**config.mk**
```make
export PLATFORM = sky130hd
export DESIGN_NAME = usb_midi_sysex_packetizer
export DESIGN_NICKNAME = d
export VERILOG_FILES = /design/src/sv/umsp_pkg.sv /design/src/sv/umsp_ram.sv /design/src/sv/umsp_ctrl.sv /design/src/sv/umsp_dp.sv /design/src/sv/usb_midi_sysex_packetizer.sv
export SDC_FILE = /design/constraint.sdc
export NUM_CORES = 1
export LEC_CHECK = 0
export BUFFER_PORTS_ARGS = -buffer_cell sky130_fd_sc_hd__buf_2
export CAP_MARGIN = 20
export CORE_AREA = 5 5 273 275
export DETAILED_ROUTE_END_ITERATION = 6
export DIE_AREA = 0 0 278 280
export PLACE_DENSITY_LB_ADDON = 0.3
export SLEW_MARGIN = 20
export SYNTH_ARGS = -nofsm -noshare
export SYNTH_HDL_FRONTEND = slang
export SYNTH_SLANG_ARGS = --single-unit
```
**constraint.sdc**
```tcl
create_clock -name clk -period 5 [get_ports clk]
set_input_delay 0.25 -clock clk [delete_from_list [all_inputs] [get_ports clk]]
set_output_delay 0.25 -clock clk [all_outputs]
set_load 0.02 [all_outputs]
```
**src/sv/umsp_pkg.sv**
```systemverilog
package umsp_pkg;

	// defaults for the top-level parameters
	localparam int COMMAND_STORE_SIZE_DEF = 32;
	localparam int STRING_MAX_DEF         = 30;

	// byte values
	localparam logic [7:0] HDR_BYTE   = 8'h77;
	localparam logic [7:0] EOX_BYTE   = 8'hF7;
	localparam logic [7:0] CMD_RESET  = 8'h0A;
	localparam logic [7:0] CMD_STRING = 8'h0B;
	localparam logic [7:0] CMD_IDS    = 8'h0C;

	// set-ids command length: command byte plus eight nibble bytes
	localparam int IDS_LEN = 9;

	// code index numbers
	localparam logic [3:0] CIN_CONT     = 4'd4;
	localparam logic [3:0] CIN_END_BASE = 4'd5;

	// result kinds
	localparam logic [2:0] KIND_PACKET = 3'd0;
	localparam logic [2:0] KIND_RESET  = 3'd1;
	localparam logic [2:0] KIND_IDS    = 3'd2;
	localparam logic [2:0] KIND_CHAR   = 3'd3;
	localparam logic [2:0] KIND_DONE   = 3'd4;
	localparam logic [2:0] KIND_REJECT = 3'd5;

	typedef enum logic [3:0] {
		ST_IDLE,
		ST_EVAL,
		ST_CLOSE,
		ST_RESET,
		ST_IDS,
		ST_REJECT,
		ST_SINIT,
		ST_RD,
		ST_CHAR,
		ST_SDONE,
		ST_WRAP,
		ST_ADD,
		ST_FULL
	} state_t;

	typedef enum logic [2:0] {
		OS_CLOSE,
		OS_FULL,
		OS_RESET,
		OS_IDS,
		OS_REJECT,
		OS_CHAR,
		OS_DONE
	} out_sel_t;

	typedef enum logic [1:0] {
		CC_NONE,
		CC_RESET,
		CC_STRING,
		CC_IDS
	} cmd_class_t;

	typedef struct packed {
		logic     capture;
		logic     load_out;
		out_sel_t out_sel;
		logic     out_last;
		logic     clr_hdr;
		logic     add;
		logic     rd_start;
		logic     rd_issue;
		logic     idx_inc;
	} dp_cmd_t;

	typedef struct packed {
		logic       close_hit;
		logic       sx;
		logic       run_cmd;
		logic       has_res;
		cmd_class_t cmd_class;
		logic       str_ok;
		logic       str_empty;
		logic       ids_ok;
		logic       add_full;
		logic       chars_last;
		logic       out_free;
	} dp_status_t;

endpackage

```
**src/sv/umsp_ram.sv**
```systemverilog
module umsp_ram #(
	parameter int WIDTH = 8,
	parameter int DEPTH = 31
) (
	input  logic                     clk,
	input  logic                     we,
	input  logic [$clog2(DEPTH)-1:0] waddr,
	input  logic [WIDTH-1:0]         wdata,
	input  logic                     re,
	input  logic [$clog2(DEPTH)-1:0] raddr,
	output logic [WIDTH-1:0]         rdata
);

	logic [WIDTH-1:0] mem_q [DEPTH];
	logic [WIDTH-1:0] rdata_q;

	always_ff @(posedge clk) begin
		if (we) begin
			mem_q[waddr] <= wdata;
		end
		if (re) begin
			rdata_q <= mem_q[raddr];
		end
	end

	assign rdata = rdata_q;

endmodule

```
**src/sv/umsp_ctrl.sv**
```systemverilog
module umsp_ctrl import umsp_pkg::*; (
	input  logic       clk,
	input  logic       arst_n,
	input  logic       in_valid,
	output logic       in_ready,
	input  dp_status_t status,
	output dp_cmd_t    cmd
);

	state_t state_q, state_d;

	always_ff @(posedge clk or negedge arst_n) begin
		if (!arst_n) begin
			state_q <= ST_IDLE;
		end else begin
			state_q <= state_d;
		end
	end

	// next state
	always_comb begin
		state_d = state_q;
		unique case (state_q)
			ST_IDLE: begin
				if (in_valid) state_d = ST_EVAL;
			end
			ST_EVAL: begin
				priority if (status.close_hit) state_d = ST_CLOSE;
				else if (status.sx)            state_d = ST_ADD;
				else                           state_d = ST_IDLE;
			end
			ST_CLOSE: begin
				if (status.out_free) begin
					if (status.run_cmd) begin
						unique case (status.cmd_class)
							CC_RESET:  state_d = ST_RESET;
							CC_IDS:    state_d = status.ids_ok ? ST_IDS : ST_WRAP;
							CC_STRING: begin
								priority if (!status.str_ok)  state_d = ST_REJECT;
								else if (status.str_empty)    state_d = ST_SDONE;
								else                          state_d = ST_SINIT;
							end
							default:   state_d = ST_WRAP;
						endcase
					end else begin
						state_d = ST_WRAP;
					end
				end
			end
			ST_RESET, ST_IDS, ST_REJECT, ST_SDONE: begin
				if (status.out_free) state_d = ST_WRAP;
			end
			ST_SINIT: state_d = ST_RD;
			ST_RD:    state_d = ST_CHAR;
			ST_CHAR: begin
				if (status.out_free) state_d = status.chars_last ? ST_SDONE : ST_RD;
			end
			ST_WRAP: state_d = status.sx ? ST_ADD : ST_IDLE;
			ST_ADD:  state_d = status.add_full ? ST_FULL : ST_IDLE;
			ST_FULL: begin
				if (status.out_free) state_d = ST_IDLE;
			end
			default: state_d = ST_IDLE;
		endcase
	end

	// outputs
	always_comb begin
		cmd      = '0;
		cmd.out_sel = OS_CLOSE;
		in_ready = 1'b0;
		unique case (state_q)
			ST_IDLE: begin
				in_ready    = 1'b1;
				cmd.capture = in_valid;
			end
			ST_CLOSE: begin
				cmd.load_out = status.out_free;
				cmd.out_sel  = OS_CLOSE;
				cmd.out_last = !status.has_res;
			end
			ST_RESET: begin
				cmd.load_out = status.out_free;
				cmd.out_sel  = OS_RESET;
				cmd.out_last = 1'b1;
			end
			ST_IDS: begin
				cmd.load_out = status.out_free;
				cmd.out_sel  = OS_IDS;
				cmd.out_last = 1'b1;
			end
			ST_REJECT: begin
				cmd.load_out = status.out_free;
				cmd.out_sel  = OS_REJECT;
				cmd.out_last = 1'b1;
			end
			ST_SDONE: begin
				cmd.load_out = status.out_free;
				cmd.out_sel  = OS_DONE;
				cmd.out_last = 1'b1;
			end
			ST_SINIT: cmd.rd_start = 1'b1;
			ST_RD:    cmd.rd_issue = 1'b1;
			ST_CHAR: begin
				cmd.load_out = status.out_free;
				cmd.out_sel  = OS_CHAR;
				cmd.idx_inc  = status.out_free;
			end
			ST_WRAP: cmd.clr_hdr = 1'b1;
			ST_ADD:  cmd.add = 1'b1;
			ST_FULL: begin
				cmd.load_out = status.out_free;
				cmd.out_sel  = OS_FULL;
				cmd.out_last = 1'b1;
			end
			default: ;
		endcase
	end

endmodule

```
**src/sv/umsp_dp.sv**
```systemverilog
module umsp_dp import umsp_pkg::*; #(
	parameter int COMMAND_STORE_SIZE = COMMAND_STORE_SIZE_DEF,
	parameter int STRING_MAX         = STRING_MAX_DEF
) (
	input  logic        clk,
	input  logic        arst_n,
	input  logic [7:0]  data_byte,
	input  logic        in_sysex,
	input  logic        sysex_error,
	input  dp_cmd_t     cmd,
	output dp_status_t  status,
	output logic        out_valid,
	input  logic        out_ready,
	output logic [2:0]  kind,
	output logic [3:0]  cin,
	output logic [7:0]  byte_one,
	output logic [7:0]  byte_two,
	output logic [7:0]  byte_three,
	output logic [15:0] vendor_id,
	output logic [15:0] product_id,
	output logic [6:0]  string_char,
	output logic [4:0]  string_pos,
	output logic        last
);

	localparam int DEPTH  = COMMAND_STORE_SIZE - 1;
	localparam int LEN_W  = $clog2(COMMAND_STORE_SIZE);
	localparam int ADDR_W = $clog2(DEPTH);

	// captured word
	logic [7:0] byte_q;
	logic       sx_q;
	logic       err_q;

	// packet being filled
	logic [1:0] pend_cnt_q;
	logic [7:0] pend_q [3];

	// header match and command capture
	logic [1:0]       hdr_idx_q;
	logic             hdr_found_q;
	logic [LEN_W-1:0] cmd_len_q;
	logic [7:0]       cmd_q;
	logic             bad_q;
	logic [15:0]      vid_q;
	logic [15:0]      pid_q;
	logic [LEN_W-1:0] idx_q;

	// output register
	logic        out_valid_q;
	logic [2:0]  kind_q;
	logic [3:0]  cin_q;
	logic [7:0]  b1_q, b2_q, b3_q;
	logic [15:0] vid_out_q, pid_out_q;
	logic [6:0]  char_q;
	logic [4:0]  pos_q;
	logic        last_q;

	logic             out_free;
	logic [1:0]       slot;
	logic [LEN_W-1:0] pos_new;
	logic [LEN_W-1:0] pos_m2;
	logic [15:0]      term;
	logic             store_ok;
	logic             ram_we;
	logic [7:0]       ram_rdata;
	logic [5:0]       len_m1;

	assign out_free = !out_valid_q || out_ready;

	// free slot of the pending packet (count never exceeds two outside a full emit)
	assign slot = (pend_cnt_q > 2'd2) ? 2'd2 : pend_cnt_q;

	// position of the byte that would be stored next, and its nibble weight
	assign pos_new  = cmd_len_q + LEN_W'(1);
	assign pos_m2   = pos_new - LEN_W'(2);
	assign term     = 16'(byte_q) << {~pos_m2[1:0], 2'b00};
	assign store_ok = hdr_found_q && (cmd_len_q < LEN_W'(DEPTH));
	assign ram_we   = cmd.add && store_ok;
	assign len_m1   = 6'(cmd_len_q) - 6'd1;

	umsp_ram #(
		.WIDTH (8),
		.DEPTH (DEPTH)
	) u_store (
		.clk   (clk),
		.we    (ram_we),
		.waddr (cmd_len_q[ADDR_W-1:0]),
		.wdata (byte_q),
		.re    (cmd.rd_issue),
		.raddr (idx_q[ADDR_W-1:0]),
		.rdata (ram_rdata)
	);

	always_ff @(posedge clk) begin
		if (cmd.capture) begin
			byte_q <= data_byte;
			sx_q   <= in_sysex;
			err_q  <= sysex_error;
		end
	end

	// packet assembly and header tracking
	always_ff @(posedge clk or negedge arst_n) begin
		if (!arst_n) begin
			pend_cnt_q  <= '0;
			pend_q      <= '{default: '0};
			hdr_idx_q   <= '0;
			hdr_found_q <= 1'b0;
			cmd_len_q   <= '0;
		end else begin
			if (cmd.load_out && (cmd.out_sel == OS_CLOSE || cmd.out_sel == OS_FULL)) begin
				pend_cnt_q <= '0;
				pend_q     <= '{default: '0};
			end
			if (cmd.clr_hdr) begin
				hdr_found_q <= 1'b0;
				hdr_idx_q   <= '0;
				cmd_len_q   <= '0;
			end
			if (cmd.add) begin
				pend_q[slot] <= byte_q;
				pend_cnt_q   <= slot + 2'd1;
				if (hdr_found_q) begin
					if (store_ok) cmd_len_q <= pos_new;
				end else if (byte_q == HDR_BYTE) begin
					if (hdr_idx_q == 2'd2) begin
						hdr_idx_q   <= 2'd3;
						hdr_found_q <= 1'b1;
						cmd_len_q   <= '0;
					end else begin
						hdr_idx_q <= hdr_idx_q + 2'd1;
					end
				end else begin
					hdr_idx_q <= '0;
				end
			end
		end
	end

	// running decode of the stored command: command byte, bad-char flag, id sums
	always_ff @(posedge clk) begin
		if (cmd.add) begin
			if (!hdr_found_q && byte_q == HDR_BYTE && hdr_idx_q == 2'd2) begin
				bad_q <= 1'b0;
				vid_q <= '0;
				pid_q <= '0;
			end else if (store_ok) begin
				if (pos_new == LEN_W'(1)) begin
					cmd_q <= byte_q;
				end else if (byte_q[7]) begin
					bad_q <= 1'b1;
				end
				if (pos_new >= LEN_W'(2) && pos_new <= LEN_W'(5)) vid_q <= vid_q + term;
				if (pos_new >= LEN_W'(6) && pos_new <= LEN_W'(9)) pid_q <= pid_q + term;
			end
		end
		if (cmd.rd_start) begin
			idx_q <= LEN_W'(1);
		end else if (cmd.idx_inc) begin
			idx_q <= idx_q + LEN_W'(1);
		end
	end

	// result register
	always_ff @(posedge clk or negedge arst_n) begin
		if (!arst_n) begin
			out_valid_q <= 1'b0;
		end else if (cmd.load_out) begin
			out_valid_q <= 1'b1;
		end else if (out_ready) begin
			out_valid_q <= 1'b0;
		end
	end

	always_ff @(posedge clk) begin
		if (cmd.load_out) begin
			kind_q    <= KIND_PACKET;
			cin_q     <= '0;
			b1_q      <= '0;
			b2_q      <= '0;
			b3_q      <= '0;
			vid_out_q <= '0;
			pid_out_q <= '0;
			char_q    <= '0;
			pos_q     <= '0;
			last_q    <= cmd.out_last;
			unique case (cmd.out_sel)
				OS_CLOSE: begin
					cin_q <= CIN_END_BASE + 4'(slot);
					b1_q  <= (slot == 2'd0) ? EOX_BYTE : pend_q[0];
					b2_q  <= (slot == 2'd1) ? EOX_BYTE : pend_q[1];
					b3_q  <= (slot == 2'd2) ? EOX_BYTE : pend_q[2];
				end
				OS_FULL: begin
					cin_q <= CIN_CONT;
					b1_q  <= pend_q[0];
					b2_q  <= pend_q[1];
					b3_q  <= pend_q[2];
				end
				OS_RESET:  kind_q <= KIND_RESET;
				OS_IDS: begin
					kind_q    <= KIND_IDS;
					vid_out_q <= vid_q;
					pid_out_q <= pid_q;
				end
				OS_REJECT: kind_q <= KIND_REJECT;
				OS_CHAR: begin
					kind_q <= KIND_CHAR;
					char_q <= ram_rdata[6:0];
					pos_q  <= 5'(idx_q - LEN_W'(1));
				end
				OS_DONE: begin
					kind_q <= KIND_DONE;
					pos_q  <= len_m1[4:0];
				end
				default: ;
			endcase
		end
	end

	always_comb begin
		status.close_hit  = (byte_q == EOX_BYTE) || err_q;
		status.sx         = sx_q;
		status.run_cmd    = hdr_found_q && (cmd_len_q != '0);
		unique case (cmd_q)
			CMD_RESET:  status.cmd_class = CC_RESET;
			CMD_STRING: status.cmd_class = CC_STRING;
			CMD_IDS:    status.cmd_class = CC_IDS;
			default:    status.cmd_class = CC_NONE;
		endcase
		status.ids_ok     = (cmd_len_q == LEN_W'(IDS_LEN));
		status.str_ok     = (len_m1 <= 6'(STRING_MAX)) && !bad_q;
		status.str_empty  = (cmd_len_q == LEN_W'(1));
		status.has_res    = status.run_cmd && (status.cmd_class == CC_RESET ||
		                    status.cmd_class == CC_STRING ||
		                    (status.cmd_class == CC_IDS && status.ids_ok));
		status.add_full   = (slot == 2'd2);
		status.chars_last = (idx_q == len_m1[LEN_W-1:0]);
		status.out_free   = out_free;
	end

	assign out_valid   = out_valid_q;
	assign kind        = kind_q;
	assign cin         = cin_q;
	assign byte_one    = b1_q;
	assign byte_two    = b2_q;
	assign byte_three  = b3_q;
	assign vendor_id   = vid_out_q;
	assign product_id  = pid_out_q;
	assign string_char = char_q;
	assign string_pos  = pos_q;
	assign last        = last_q;

endmodule

```
**src/sv/usb_midi_sysex_packetizer.sv**
```systemverilog
// USB-MIDI sysex packetizer.
// Input channel (in_valid/in_ready): one word per parser byte, carrying
// data_byte, in_sysex and sysex_error. Output channel (out_valid/out_ready):
// one word per result, either a 4-byte event packet (kind 0, cin 4..7) or a
// command result (reset, set ids, string char/done/rejected). last marks the
// final result caused by an input word; a word may cause no result.
// Words are taken one at a time: in_ready is high only while the controller
// is idle. A plain byte is added to the pending packet, and a byte that
// fills it also emits it. A closing byte emits the closing packet, then any
// reset, set ids, rejected or done result, and is added to a new packet if
// it also starts a new sysex; a product string adds a setup step and, per
// character, a store read followed by a result load.
// Results go through a single output register: the next result loads in
// the cycle the previous one is taken, so an unstalled receiver sees one
// result per cycle at most; a stalled receiver just holds the controller in
// its emit state, nothing is dropped.
// Reset (arst_n low) clears the pending packet, header match and command
// length; the command store itself is not cleared, only entries written
// since the last header are ever read.
module usb_midi_sysex_packetizer import umsp_pkg::*; #(
	parameter int COMMAND_STORE_SIZE = COMMAND_STORE_SIZE_DEF,
	parameter int STRING_MAX         = STRING_MAX_DEF
) (
	input  logic        clk,
	input  logic        arst_n,
	input  logic        in_valid,
	output logic        in_ready,
	input  logic [7:0]  data_byte,
	input  logic        in_sysex,
	input  logic        sysex_error,
	output logic        out_valid,
	input  logic        out_ready,
	output logic [2:0]  kind,
	output logic [3:0]  cin,
	output logic [7:0]  byte_one,
	output logic [7:0]  byte_two,
	output logic [7:0]  byte_three,
	output logic [15:0] vendor_id,
	output logic [15:0] product_id,
	output logic [6:0]  string_char,
	output logic [4:0]  string_pos,
	output logic        last
);

	// controller drives the datapath with one command word per cycle
	dp_cmd_t    cmd;
	dp_status_t status;

	umsp_ctrl u_ctrl (
		.clk      (clk),
		.arst_n   (arst_n),
		.in_valid (in_valid),
		.in_ready (in_ready),
		.status   (status),
		.cmd      (cmd)
	);

	// packet assembly, header/command capture, store and result register
	umsp_dp #(
		.COMMAND_STORE_SIZE (COMMAND_STORE_SIZE),
		.STRING_MAX         (STRING_MAX)
	) u_dp (
		.clk         (clk),
		.arst_n      (arst_n),
		.data_byte   (data_byte),
		.in_sysex    (in_sysex),
		.sysex_error (sysex_error),
		.cmd         (cmd),
		.status      (status),
		.out_valid   (out_valid),
		.out_ready   (out_ready),
		.kind        (kind),
		.cin         (cin),
		.byte_one    (byte_one),
		.byte_two    (byte_two),
		.byte_three  (byte_three),
		.vendor_id   (vendor_id),
		.product_id  (product_id),
		.string_char (string_char),
		.string_pos  (string_pos),
		.last        (last)
	);

endmodule
```
==> results.txt <==
Outcome: finished clean
Peak supply drop: 0.476 mV
Slowest stage cell on the critical path: ha_1
Total grt overflow: 0
Net count, final: 1397
Routed wire length: 44400 µm
Clock-pin slew on the worst setup and hold paths: 0.06 ns
Initial Utilization: 0.245
Ys flop type: edfxtp_1
CTS H-tree depth: 2
Post-synthesis async set-or-reset flop share: 0.0987
Largest net degree at the start of global routing: 48
Final cycle utilization of the critical path: 0.728
Avg Inst Size Synth: 14.3 µm²
Vias in the first global route: 10900
Clock power share: 0.296
Post-CTS sizing: 0
Worst setup path start: u_dp.cmd_len_q[1]$_DFF_PN0_
Max Clock Skew: 0.0138 ns
Worst slew pin tran: 1.07 ns
Detailed Place HPWL: 30000 µm
Maxcap violations: 0
Mapped cell area: 0.0177 mm²
GP Congestion: 0.840
Placed instance count: 2244
Tot GR Track Use: 0.111
Combinational power share: 0.286
Switch share: 0.327
Hold Crit Start: out_ready
Top sig layer: met4
Largest cells by area after synthesis: edfxtp_1, mux4_2, dfrtp_1
Buffers on Ports: 91
Setup_tns: 0 ns
First-pass GRT wire length: 68000 µm
Die span in y: 280 µm
Hold Violations, Final: 0
Met3 routed WL: 1820 µm
#FFs+latches synth: 395
Required @ worst endpoint: 5.29 ns
Layout Area Growth over Synthesis: 18.0%
Top post-synthesis cells by count: edfxtp_1, nor2_1, nand2_1
CP arrival: 3.93 ns
Met1 WL: 20100 µm
# clock sinks: 395
Max stage delay on crit path: 0.66 ns
Die ar.: 0.0778 mm²
Finished Layout Cells: 2330
Critical path type: register to register
ANT cells: 0
Sequential power share: 0.418
Synth area leader: edfxtp_1
Clock network latency to the later pin of the worst-skew pair: 0.55 ns
CP Capture Type: register
Die width: 278 µm
Slew Limit Fails: 0
Crit path launch type: register
Initial DRC Count: 790
Longest Clk Path Bufs: 3
Met2 WL post-DR: 21500 µm
Router iterations before antenna repair: 5
Initial antenna violation count: 0
Core ar.: 0.0721 mm²
Rel. slew slack: 0.281
Static leakage: 7.32 nW
Most frequent cell after synthesis: edfxtp_1
Critical path peak fanout: 18
CTS tree: yes
Gate Count Post-Synth: 1238
Vias per Instance: 4.52
Hold Path Depth: 3
Root buffer cell: clkbuf_16
Pwr Density: 545 mW/mm²
Io pins: 92
Tmin final: 3.64 ns
RSZ-0062 raised after global routing: no
Count of flip-flops with a built-in enable after synthesis: 351
# setup viols final: 0
DRC Markers: 0
DR WL/cell: 19.1 µm
Filler cell count: 7311
Worst Hold Class: primary input to register
Num rows: 99
Layout cells sized above 1: 0.192
ANT nets after route: 0
Top cell type's share of synthesized area: 0.596
Number of CTS-inserted buffers: 42
Net Count, Synth: 1295
Maximum clock rate: 275 MHz
Pint: 7.66 mW
Worst r2r src: u_dp.cmd_len_q[1]$_DFF_PN0_
Register area share after synthesis: 0.657
Yosys cell types: 71
Total number of vias: 10500
Critical-path cell list: inv_1, ha_1, nor2_1, a22o_1, ha_1, a21o_1, a211oi_1, and3b_1, o2bb2ai_1, xor2_1, nor2_1
NetSw: 3.72 mW
Worst Reg2Reg Path Length in Cells: 11
Synth Warn #: 0
-- power groups by stage --
stage	combinational, mW	sequential (mW)	clock (mW)
2_1_floorplan	1.91	5.03	0
3_3_place_gp	3.25	4.84	0
3_5_place_dp	3.28	4.84	0
4_1_cts	3.30	4.79	3.46
5_1_grt	3.52	4.83	3.59
6_report	3.25	4.76	3.37
-- cell type report --
type,instances,area (µm²),share of cell area
well taps,959,1200,0.0575
multi-input cells,749,5720,0.274
clock buffers,53,1140,0.0548
inverters,26,97.6,0.00467
repair buffers,126,761,0.0364
clock inverters,22,345,0.0165
flip-flops and latches,395,11600,0.556
-- final timing paths --
path	to	slack (ns)
max in group asynchronous	u_dp.cmd_len_q[3]$_DFF_PN0_	4.34
setup reg to reg	u_dp.pid_q[14]$_SDFFCE_PP0P_	1.36
hold reg to reg	u_dp.hdr_idx_q[0]$_DFF_PN0_	0.51
hold / removal	u_dp.out_valid$_DFFE_PN0P_	0.22
min in group asynchronous	u_dp.pend_q[7]$_DFF_PN0_	0.26
setup / recovery	u_dp.pid_q[14]$_SDFFCE_PP0P_	1.36
-- state kept, by name, indices dropped and copies added (netlist names), 7 cells and up --
name and flops:
u_dp.vendor_id 16, u_dp.pend_q 24, u_dp.cmd_q 8, u_dp.string_char 7
u_dp.byte_two 8, u_dp.pid_q 16, u_dp.byte_q 8, u_dp.byte_one 8
u_dp.u_store.rdata 7, u_dp.product_id 16, u_dp.u_store.mem_q 217, u_dp.byte_three 8
u_dp.vid_q 16
-- metal layers --
metal | vias up | global-route usage
li1 | 4935 | -
met3 | 54 | 0.0200
met5 | - | 0
met4 | 0 | 0.0276
met2 | 216 | 0.188
met1 | 5316 | 0.150
-- what timing repair did --
action	4_1_cts	5_1_grt
hold endpoints to repair	49	0
buffers inserted	0	0
setup endpoints to repair	0	0
hold buffers	11	0
-- critical path, delay by kind of cell, from the launching register on --
family	cells	cell delay, ns
AO/OA/AOI/OAI	4	1.14
XOR/XNOR	1	0.16
adder cells (fa/ha/maj)	2	1.02
buffers and inverters	1	0.11
flip-flops	1	0.45
AND/OR/NAND/NOR	3	0.51
-- cells in the final DEF (no fill, tap or decap), types with 14 or more instances in the layout --
cell type	n
a211oi_1	16
o21ai_0	62
nor2_1	109
and3_1	42
edfxtp_1	351
nor3_1	22
mux2i_1	16
a21oi_1	27
nand3_1	23
dfrtp_1	39
xor2_1	16
xnor2_1	27
inv_1	24
buf_4	24
nand2_1	104
clkbuf_16	43
mux4_2	63
ha_1	41
o21a_1	22
nand2b_1	14
buf_2	90
-- through the flow --
stage | power (mW) | instance area (µm²) | setup WS (ns) | util | hold slack [ns]
after floorplan | 6.94 | 17700 | 0.104 | - | -0.0456
after global placement | 8.10 | 19300 | 1.55 | 0.267 | 0.433
after detailed placement | 8.12 | 19300 | 1.39 | 0.267 | 0.432
after CTS | 11.5 | 20900 | 1.39 | 0.290 | 0.175
after global routing | 11.9 | 20900 | 1.13 | 0.290 | 0.263
final | 11.4 | 20900 | 1.36 | 0.290 | 0.218
-- kinds of logic (layout without fill, tap and decap cells) --
group / after synthesis / count (layout) / share of synthesized area
xor+xnor: 43 / 43 / 0.0213
compound gates: 206 / 206 / 0.0766
simple gates: 370 / 370 / 0.0984
flops: 395 / 395 / 0.657
fa+ha+maj: 43 / 43 / 0.0313
buf+inv: 94 / 227 / 0.0221
mux: 86 / 86 / 0.0937
other cells: 1 / 1 / 0.000212
Note: power is estimated with default switching activity, not from simulation.
